[src/rtl/core/sfr_pkg.sv]
// Shared types, constants and frame decode for the status frame receiver.
package sfr_pkg;

	localparam logic [7:0] HEADER_CODE = 8'h55;
	localparam logic [7:0] LIMIT_RESET = 8'd5;
	localparam logic [1:0] LAST_POS    = 2'd3;

	localparam logic [1:0] ST_OK      = 2'd0;
	localparam logic [1:0] ST_BAD_HDR = 2'd1;
	localparam logic [1:0] ST_BAD_SUM = 2'd2;

	localparam logic FUNC_BYTE = 1'b0;
	localparam logic FUNC_TICK = 1'b1;

	typedef struct packed {
		logic       func;
		logic [7:0] rx_byte;
	} sfr_item_t;

	typedef struct packed {
		logic [1:0] frame_status;
		logic [1:0] warm_level;
		logic [1:0] cool_level;
		logic       power_on;
		logic [2:0] humidify_level;
		logic [2:0] timer_code;
	} sfr_result_t;

	function automatic sfr_result_t decode_frame(logic [7:0] b0, logic [7:0] b1,
			logic [7:0] b2, logic [7:0] b3);
		sfr_result_t r;
		r = '0;
		if (b0 != HEADER_CODE) begin
			r.frame_status = ST_BAD_HDR;
		end else if ((b0 ^ b1 ^ b2) != b3) begin
			r.frame_status = ST_BAD_SUM;
		end else begin
			r.frame_status   = ST_OK;
			// byte2 bit5 picks which light channel gets the level
			r.warm_level     = b2[5] ? b1[2:1] : 2'd0;
			r.cool_level     = b2[5] ? 2'd0 : b1[2:1];
			r.power_on       = b1[3];
			r.humidify_level = b1[6:4];
			r.timer_code     = b2[2:0];
		end
		return r;
	endfunction

endpackage

[src/rtl/core/sfr_item_if.sv]
// Input channel: one received byte or idle tick per transaction.
interface sfr_item_if;
	import sfr_pkg::*;

	logic       valid;
	logic       ready;
	logic       func;
	logic [7:0] rx_byte;

	modport source (output valid, output func, output rx_byte, input ready);
	modport sink (input valid, input func, input rx_byte, output ready);
endinterface

[src/rtl/core/sfr_result_if.sv]
// Output channel: one decoded frame report per transaction.
interface sfr_result_if;
	import sfr_pkg::*;

	logic       valid;
	logic       ready;
	logic [1:0] frame_status;
	logic [1:0] warm_level;
	logic [1:0] cool_level;
	logic       power_on;
	logic [2:0] humidify_level;
	logic [2:0] timer_code;

	modport source (output valid, output frame_status, output warm_level,
		output cool_level, output power_on, output humidify_level,
		output timer_code, input ready);
	modport sink (input valid, input frame_status, input warm_level,
		input cool_level, input power_on, input humidify_level,
		input timer_code, output ready);
endinterface

[src/rtl/core/sfr_in_stage.sv]
// Input register stage: captures one transaction and holds it until consumed.
module sfr_in_stage (
	input  logic                clk,
	input  logic                arst_n,
	input  logic                in_valid,
	output logic                in_ready,
	input  sfr_pkg::sfr_item_t  in_item,
	input  logic                take,
	output logic                valid_s1,
	output sfr_pkg::sfr_item_t  item_s1
);
	import sfr_pkg::*;

	assign in_ready = !valid_s1 || take;

	always_ff @(posedge clk or negedge arst_n) begin
		if (!arst_n) begin
			valid_s1 <= 1'b0;
		end else if (in_ready) begin
			valid_s1 <= in_valid;
		end
	end

	always_ff @(posedge clk) begin
		if (in_ready && in_valid) begin
			item_s1 <= in_item;
		end
	end
endmodule

[src/rtl/core/sfr_frame_core.sv]
// Frame assembly state, idle timeout, frame check and result register.
module sfr_frame_core (
	input  logic                 clk,
	input  logic                 arst_n,
	input  logic [7:0]           idle_limit,
	input  logic                 valid_s1,
	input  sfr_pkg::sfr_item_t   item_s1,
	output logic                 take,
	output logic                 res_valid,
	input  logic                 res_ready,
	output sfr_pkg::sfr_result_t res_data
);
	import sfr_pkg::*;

	logic [1:0]  byte_index_q;
	logic [7:0]  silence_count_q;
	logic        byte_seen_q;
	logic [7:0]  frame_store_q [3];
	logic        res_valid_q;
	sfr_result_t res_q;

	logic        completes;
	logic        out_free;
	logic [7:0]  silence_inc;

	assign completes   = (item_s1.func == FUNC_BYTE) && (byte_index_q == LAST_POS);
	assign out_free    = !res_valid_q || res_ready;
	// only a frame-completing byte needs room in the result register
	assign take        = valid_s1 && (!completes || out_free);
	assign silence_inc = silence_count_q + 8'd1;

	always_ff @(posedge clk or negedge arst_n) begin
		if (!arst_n) begin
			byte_index_q    <= '0;
			silence_count_q <= '0;
			byte_seen_q     <= 1'b0;
		end else if (take) begin
			if (item_s1.func == FUNC_TICK) begin
				if (byte_seen_q) begin
					byte_seen_q     <= 1'b0;
					silence_count_q <= '0;
				end else if (silence_inc > idle_limit) begin
					silence_count_q <= '0;
					byte_index_q    <= '0;
				end else begin
					silence_count_q <= silence_inc;
				end
			end else begin
				byte_seen_q  <= 1'b1;
				byte_index_q <= byte_index_q + 2'd1;
			end
		end
	end

	always_ff @(posedge clk) begin
		if (take && item_s1.func == FUNC_BYTE && !completes) begin
			frame_store_q[byte_index_q] <= item_s1.rx_byte;
		end
	end

	always_ff @(posedge clk or negedge arst_n) begin
		if (!arst_n) begin
			res_valid_q <= 1'b0;
		end else if (take && completes) begin
			res_valid_q <= 1'b1;
		end else if (res_ready) begin
			res_valid_q <= 1'b0;
		end
	end

	always_ff @(posedge clk) begin
		if (take && completes) begin
			res_q <= decode_frame(frame_store_q[0], frame_store_q[1],
				frame_store_q[2], item_s1.rx_byte);
		end
	end

	assign res_valid = res_valid_q;
	assign res_data  = res_q;

`ifndef SYNTH
	a_tick_no_result: assert property (@(posedge clk) disable iff (!arst_n)
		(take && item_s1.func == FUNC_TICK) |=> !$rose(res_valid_q))
		else $error("tick produced a result");
	a_index_wraps: assert property (@(posedge clk) disable iff (!arst_n)
		(take && completes) |=> (byte_index_q == 2'd0))
		else $error("frame position not restarted after fourth byte");
	a_no_overwrite: assert property (@(posedge clk) disable iff (!arst_n)
		(res_valid_q && !res_ready) |=> ($stable(res_q) && res_valid_q))
		else $error("pending result overwritten");
	a_bad_zeroed: assert property (@(posedge clk) disable iff (!arst_n)
		(res_valid_q && res_q.frame_status != ST_OK) |->
		(res_q.warm_level == 2'd0 && res_q.cool_level == 2'd0 &&
		res_q.power_on == 1'b0 && res_q.humidify_level == 3'd0 &&
		res_q.timer_code == 3'd0))
		else $error("bad frame carries nonzero fields");
	a_status_code: assert property (@(posedge clk) disable iff (!arst_n)
		res_valid_q |-> (res_q.frame_status != 2'd3))
		else $error("undefined frame status");
	a_one_light: assert property (@(posedge clk) disable iff (!arst_n)
		res_valid_q |-> (res_q.warm_level == 2'd0 || res_q.cool_level == 2'd0))
		else $error("both light channels driven");
`endif
endmodule

[src/rtl/core/status_frame_receiver.sv]
// Top level of the status frame receiver.
// Gathers received bytes into four-byte frames (header 0x55, byte3 = XOR of
// bytes 0..2) and reports each complete frame as one result: status plus the
// decoded light level, power, humidify strength and timer code; a bad frame
// reports its status with all other fields zero. Tick transactions measure
// silence: after more than idle_limit ticks with no byte in between, a partial
// frame is dropped. One transaction is accepted every cycle unless a
// frame-completing byte finds the result register full, the only stall; the
// fourth byte passes the input register, then the result register. idle_limit
// resets to 5; the user writes it only while idle, not enforced by the block.
module status_frame_receiver (
	input  logic         clk,
	input  logic         arst_n,
	sfr_item_if.sink     item,
	sfr_result_if.source result,
	input  logic         cfg_we,
	input  logic [7:0]   cfg_wdata
);
	import sfr_pkg::*;

	logic        idle_limit_q;
	logic [7:0]  idle_limit_val_q;
	sfr_item_t   in_item;
	sfr_item_t   item_s1;
	logic        valid_s1;
	logic        take;
	sfr_result_t res_data;

	always_ff @(posedge clk or negedge arst_n) begin
		if (!arst_n) begin
			idle_limit_val_q <= LIMIT_RESET;
		end else if (cfg_we) begin
			idle_limit_val_q <= cfg_wdata;
		end
	end

	// marks that the limit register has been written at least once
	always_ff @(posedge clk or negedge arst_n) begin
		if (!arst_n) begin
			idle_limit_q <= 1'b0;
		end else if (cfg_we) begin
			idle_limit_q <= 1'b1;
		end
	end

	assign in_item.func    = item.func;
	assign in_item.rx_byte = item.rx_byte;

	sfr_in_stage u_in_stage (
		.clk      (clk),
		.arst_n   (arst_n),
		.in_valid (item.valid),
		.in_ready (item.ready),
		.in_item  (in_item),
		.take     (take),
		.valid_s1 (valid_s1),
		.item_s1  (item_s1)
	);

	sfr_frame_core u_frame_core (
		.clk        (clk),
		.arst_n     (arst_n),
		.idle_limit (idle_limit_val_q),
		.valid_s1   (valid_s1),
		.item_s1    (item_s1),
		.take       (take),
		.res_valid  (result.valid),
		.res_ready  (result.ready),
		.res_data   (res_data)
	);

	assign result.frame_status   = res_data.frame_status;
	assign result.warm_level     = res_data.warm_level;
	assign result.cool_level     = res_data.cool_level;
	assign result.power_on       = res_data.power_on;
	assign result.humidify_level = res_data.humidify_level;
	assign result.timer_code     = res_data.timer_code;

`ifndef SYNTH
	a_cfg_tracked: assert property (@(posedge clk) disable iff (!arst_n)
		cfg_we |=> (idle_limit_q && idle_limit_val_q == $past(cfg_wdata)))
		else $error("idle limit write lost");
	a_limit_reset: assert property (@(posedge clk) disable iff (!arst_n)
		!idle_limit_q |-> (idle_limit_val_q == LIMIT_RESET))
		else $error("idle limit changed without a write");
	a_stage_hold: assert property (@(posedge clk) disable iff (!arst_n)
		(valid_s1 && !take) |=> (valid_s1 && $stable(item_s1)))
		else $error("stalled input stage changed");
`endif
endmodule
[src/flat_wrapper.sv]
// flat-port wrapper written by rule: the top's interface ports become plain ports
module status_frame_receiver_flat import sfr_pkg::*;
  (clk, arst_n, cfg_we, cfg_wdata, item_valid, item_func, item_rx_byte, item_ready, result_valid, result_frame_status, result_warm_level, result_cool_level, result_power_on, result_humidify_level, result_timer_code, result_ready);
  sfr_item_if item_i ();
  sfr_result_if result_i ();
  input  logic clk;
  input  logic arst_n;
  input  logic cfg_we;
  input  logic [7:0] cfg_wdata;
  input wire logic [$bits(item_i.valid)-1:0] item_valid;
  input wire logic [$bits(item_i.func)-1:0] item_func;
  input wire logic [$bits(item_i.rx_byte)-1:0] item_rx_byte;
  output wire logic [$bits(item_i.ready)-1:0] item_ready;
  output wire logic [$bits(result_i.valid)-1:0] result_valid;
  output wire logic [$bits(result_i.frame_status)-1:0] result_frame_status;
  output wire logic [$bits(result_i.warm_level)-1:0] result_warm_level;
  output wire logic [$bits(result_i.cool_level)-1:0] result_cool_level;
  output wire logic [$bits(result_i.power_on)-1:0] result_power_on;
  output wire logic [$bits(result_i.humidify_level)-1:0] result_humidify_level;
  output wire logic [$bits(result_i.timer_code)-1:0] result_timer_code;
  input wire logic [$bits(result_i.ready)-1:0] result_ready;
  assign item_i.valid = item_valid;
  assign item_i.func = item_func;
  assign item_i.rx_byte = item_rx_byte;
  assign item_ready = item_i.ready;
  assign result_valid = result_i.valid;
  assign result_frame_status = result_i.frame_status;
  assign result_warm_level = result_i.warm_level;
  assign result_cool_level = result_i.cool_level;
  assign result_power_on = result_i.power_on;
  assign result_humidify_level = result_i.humidify_level;
  assign result_timer_code = result_i.timer_code;
  assign result_i.ready = result_ready;
  status_frame_receiver u_core (.clk(clk), .arst_n(arst_n), .item(item_i), .result(result_i), .cfg_we(cfg_we), .cfg_wdata(cfg_wdata));
endmodule
[config.mk]
export PLATFORM = sky130hd
export DESIGN_NAME = status_frame_receiver_flat
export DESIGN_NICKNAME = d
export VERILOG_FILES = /design/src/rtl/core/sfr_pkg.sv /design/src/rtl/core/sfr_item_if.sv /design/src/rtl/core/sfr_result_if.sv /design/src/rtl/core/sfr_in_stage.sv /design/src/rtl/core/sfr_frame_core.sv /design/src/rtl/core/status_frame_receiver.sv /design/src/flat_wrapper.sv
export SDC_FILE = /design/constraint.sdc
export NUM_CORES = 1
export LEC_CHECK = 0
export BUFFER_PORTS_ARGS = -buffer_cell sky130_fd_sc_hd__buf_2
export CORE_ASPECT_RATIO = 0.7
export CORE_MARGIN = 1.5
export CORE_UTILIZATION = 35
export CTS_CLUSTER_SIZE = 12
export DETAILED_ROUTE_END_ITERATION = 10
export GPL_ROUTABILITY_DRIVEN = 0
export REMOVE_ABC_BUFFERS = 1
export SLEW_MARGIN = 15
export SYNTH_ARGS = -nofsm -noshare
export SYNTH_HDL_FRONTEND = slang
export SYNTH_SLANG_ARGS = --single-unit
[constraint.sdc]
create_clock -name clk -period 4.8 [get_ports clk]
set_clock_uncertainty 0.05 [all_clocks]
set_input_delay 0.96 -clock clk [delete_from_list [all_inputs] [get_ports clk]]
set_output_delay 0.96 -clock clk [all_outputs]
set_load 0.05 [all_outputs]
==> results.sh <==
export IMPL_die_w_microns=113
export IMPL_n_antenna_cell=0
export IMPL_min_to="u_core.u_frame_core.frame_store_q[2][7]$_DFFE_PP_"
export IMPL_drtPass1Iterations=4
export IMPL_cp_depth=10
export IMPL_wl_per_cell_microns=13.3
export IMPL_fin_util_pct=44.2
export IMPL_grt_overflow_total=0
export IMPL_setup_viol_count_final=0
export IMPL_setup_slack_ns=2.08
export IMPL_rr_startpoint="u_core.u_frame_core.silence_count_q[0]$_DFFE_PN0P_"
export IMPL_drcViolationCount=0
export IMPL_hpwlAfterDp_microns=3660
export IMPL_cts_sinks=67
export IMPL_grt_pass1_vias=1686
export IMPL_synth_largest_area_cell="edfxtp_1"
export IMPL_ctsRootBufferMaster="clkbuf_16"
export IMPL_period_share_pct=56.6
export IMPL_p_sw_mw=0.396
export IMPL_reg2regPathDepth=10
export IMPL_path_class="register to register"
export IMPL_nFillCells=727
export IMPL_post_synth_top_area_fraction_pct=46.4
export IMPL_routed_wl_microns=4890
export IMPL_cts_max_path_buffers=2
export IMPL_cts_setup_buffers=0
export IMPL_final_area_sq_um=3550
export IMPL_layout_min_cycle_time_ns=2.72
export IMPL_die_area_sq_um=9080
export IMPL_max_stage_delay_ns=0.44
export IMPL_cts_tree="built"
export IMPL_grt_usage_pct=12.7
export IMPL_maxSlewViolCount=0
export IMPL_power_density_nw_per_um2=422
export IMPL_worstPathArrival_ns=2.94
export IMPL_rr_endpoint="u_core.u_frame_core.silence_count_q[7]$_DFFE_PN0P_"
export IMPL_p_leak_nw=1.45
export IMPL_drive_gt1_share_pct=25.1
export IMPL_initial_core_util_pct=37.0
export IMPL_seq_area_frac_synth_pct=64.1
export IMPL_rows=27
export IMPL_dp_slack_ns=2.09
export IMPL_place_area_sq_um=3270
export IMPL_critPathRequiredTime_ns=5.02
export IMPL_vias=1694
export IMPL_yosysMostFrequentCell="edfxtp_1"
export IMPL_ys_seq_elements=67
export IMPL_worstHoldStart="u_core.u_in_stage.item_s1[7]$_DFFE_PP_"
export IMPL_ios=37
export IMPL_clkPwrFrac_pct=39.7
export IMPL_clk_latency_ns=0.33
export IMPL_status="finished clean"
export IMPL_pwr_share_comb_pct=12.9
export IMPL_crit_family="simple AND/OR/NAND/NOR gates"
export IMPL_dr_first_iter_drc_count=91
export IMPL_ys_flop_type="edfxtp_1"
export IMPL_async_reset_ff_share_pct=31.3
export IMPL_hold_buffers=0
export IMPL_maxCapViolations=0
export IMPL_startpoint_type="register"
export IMPL_regToRegSetupSlack_ns=2.08
export IMPL_ys_top_cells_by_count="46 x edfxtp_1, 24 x xnor2_1, 19 x dfrtp_1"
export IMPL_synth_cells=217
export IMPL_synth_area_leaders="edfxtp_1 46%, dfrtp_1 16%, xnor2_1 7.1%"
export IMPL_nets=297
export IMPL_yosysUniqueCellTypes=37
export IMPL_synth_area_sq_um=2980
export IMPL_power_mw=1.50
export IMPL_hold_violations=0
export IMPL_synth_edf_count=46
export IMPL_slew_headroom_pct=25.2
export IMPL_worstMarginPinSlew_ns=1.12
export IMPL_grt_start_max_net_pins=22
export IMPL_syn_area_per_cell_sq_um=13.7
export IMPL_grt_setup_unrepaired="no"
export IMPL_area_growth_pct=19.2
export IMPL_die_h_microns=80.2
export IMPL_cts_buffers_inserted=9
export IMPL_peakVddDrop_mv=0.149
export IMPL_crit_path_cell_trace="and3_1, nand3_1, or2_1, xnor2_1, ha_1, nand4_1, nor2_1, a21oi_1, nor3_4, a31o_2"
export IMPL_fmax_mhz=368
export IMPL_p_sw_share_pct=26.5
export IMPL_hold_depth=0
export IMPL_port_buffers=36
export IMPL_critical_path_max_fanout=8
export IMPL_fin_setup_tns_ns=0
export IMPL_via_per_inst=4.60
export IMPL_ys_warn_count=0
export IMPL_cp_slowest_cell="dfrtp_1"
export IMPL_cts_resized=0
export IMPL_core_area_sq_um=8040
export IMPL_min_path_type="register to register"
export IMPL_grt_pass1_wl_microns=8560
export IMPL_ctsHtreeMaxLevel=3
export IMPL_clkTransAtPathRegs_ns=0.06
export IMPL_antenna_left=0
export IMPL_power_frac_seq_pct=47.4
export IMPL_internal_power_mw=1.10
export IMPL_cp_num_buf_inv=0
export IMPL_antenna_found_initial=0
export IMPL_cp_end_kind="register"
==> metrics by stage <==
stage               hold WS [ns]  cells
CTS                        0.478    368
global placement           0.453    352
finish                     0.475    368
global route               0.504    368
floorplan                  0.426    215
detailed placement         0.465    352
==> sequential cells by signal, indices dropped and copies added, names as in the netlist <==
register,count
u_core.u_in_stage.item_s1,9
u_core.u_frame_core.res_data,13
u_core.u_frame_core.frame_store_q,24
u_core.u_frame_core.res_valid,1
u_core.idle_limit_val_q,8
u_core.u_frame_core.byte_index_q,2
u_core.u_frame_core.silence_count_q,8
u_core.u_in_stage.valid_s1,1
u_core.u_frame_core.byte_seen_q,1
==> layout make-up <==
class | count | area [sq um] | share of cell area, %
Inverter | 10 | 37.5 | 1.06
Multi-Input combinational cell | 138 | 1020 | 28.7
Clock buffer | 9 | 225 | 6.34
Sequential cell | 67 | 1910 | 53.8
Tap cell | 101 | 126 | 3.56
Clock inverter | 7 | 52.6 | 1.48
Timing Repair Buffer | 36 | 180 | 5.07
==> power groups by stage <==
| stage | clock, mW | combinational [mW] | sequential (mW) |
|---|---|---|---|
| 2_1_floorplan | 0 | 0.122 | 0.736 |
| 3_3_place_gp | 0 | 0.191 | 0.721 |
| 3_5_place_dp | 0 | 0.196 | 0.723 |
| 4_1_cts | 0.612 | 0.196 | 0.711 |
| 5_1_grt | 0.635 | 0.222 | 0.719 |
| 6_report | 0.595 | 0.193 | 0.711 |
==> worst max-delay path by stage <==
stage	from	end	slack, ns
after floorplan	result_ready	item_ready	2.27
after global placement	result_ready	u_core.u_frame_core.res_data[12]$_SDFFCE_PP0P_	2.12
after detailed placement	u_core.u_frame_core.silence_count_q[0]$_DFFE_PN0P_	u_core.u_frame_core.silence_count_q[7]$_DFFE_PN0P_	2.09
after CTS	u_core.u_frame_core.silence_count_q[0]$_DFFE_PN0P_	u_core.u_frame_core.silence_count_q[7]$_DFFE_PN0P_	2.06
after global routing	u_core.u_frame_core.silence_count_q[0]$_DFFE_PN0P_	u_core.u_frame_core.silence_count_q[2]$_DFFE_PN0P_	1.84
final	u_core.u_frame_core.silence_count_q[0]$_DFFE_PN0P_	u_core.u_frame_core.silence_count_q[7]$_DFFE_PN0P_	2.08
==> cells in the final DEF (no fill, tap or decap), types with 2 or more instances in the layout <==
cell        Yosys  final
inv_1          10     10
nand3_1         4      4
nor3b_1         2      2
o21ai_0        10     10
nand2_1        14     14
edfxtp_1       46     46
inv_6           0      2
buf_2           0     36
nor2_1          7      7
and3b_1         2      2
and3_1          4      4
xnor2_1        24     24
xor2_1          6      6
nand2b_1        3      3
a21o_1          2      2
and4bb_2        2      2
and2_1         17     17
dfstp_2         2      2
a31o_2          6      6
clkbuf_16       0      9
a21oi_1         4      4
clkinvlp_4      0      3
dfrtp_1        19     19
nand4_1         4      4
ha_1           13     13
==> cell families (layout without fill, tap and decap cells) <==
| group | after synthesis | count (layout) | share of synthesized area [%] |
|---|---|---|---|
| AOI/OAI and AO/OA | 30 | 30 | 6.97 |
| DFF | 67 | 67 | 64.1 |
| buffers and inverters | 12 | 62 | 1.64 |
| and+or+nand+nor | 64 | 64 | 12.6 |
| adders and majority gates | 13 | 13 | 5.46 |
| muxes | 1 | 1 | 0.378 |
| xor gates and xnor gates | 30 | 30 | 8.82 |
==> per-layer routing <==
metal | track usage [%] | part of all wire (%)
met5 | 0 | 0
met4 | 6.00 | 2.2
met3 | 4.45 | 5.5
met2 | 15.7 | 36
met1 | 19.0 | 56
==> worst reg2reg max path, stage by stage (launching register included) <==
cell and delay [ns]:
dfrtp_1 0.44, and3_1 0.18, nand3_1 0.11, or2_1 0.26, xnor2_1 0.15, ha_1 0.34, nand4_1 0.17, nor2_1 0.23
a21oi_1 0.14, nor3_4 0.37, a31o_2 0.20
(Power assumes the default switching activity.)
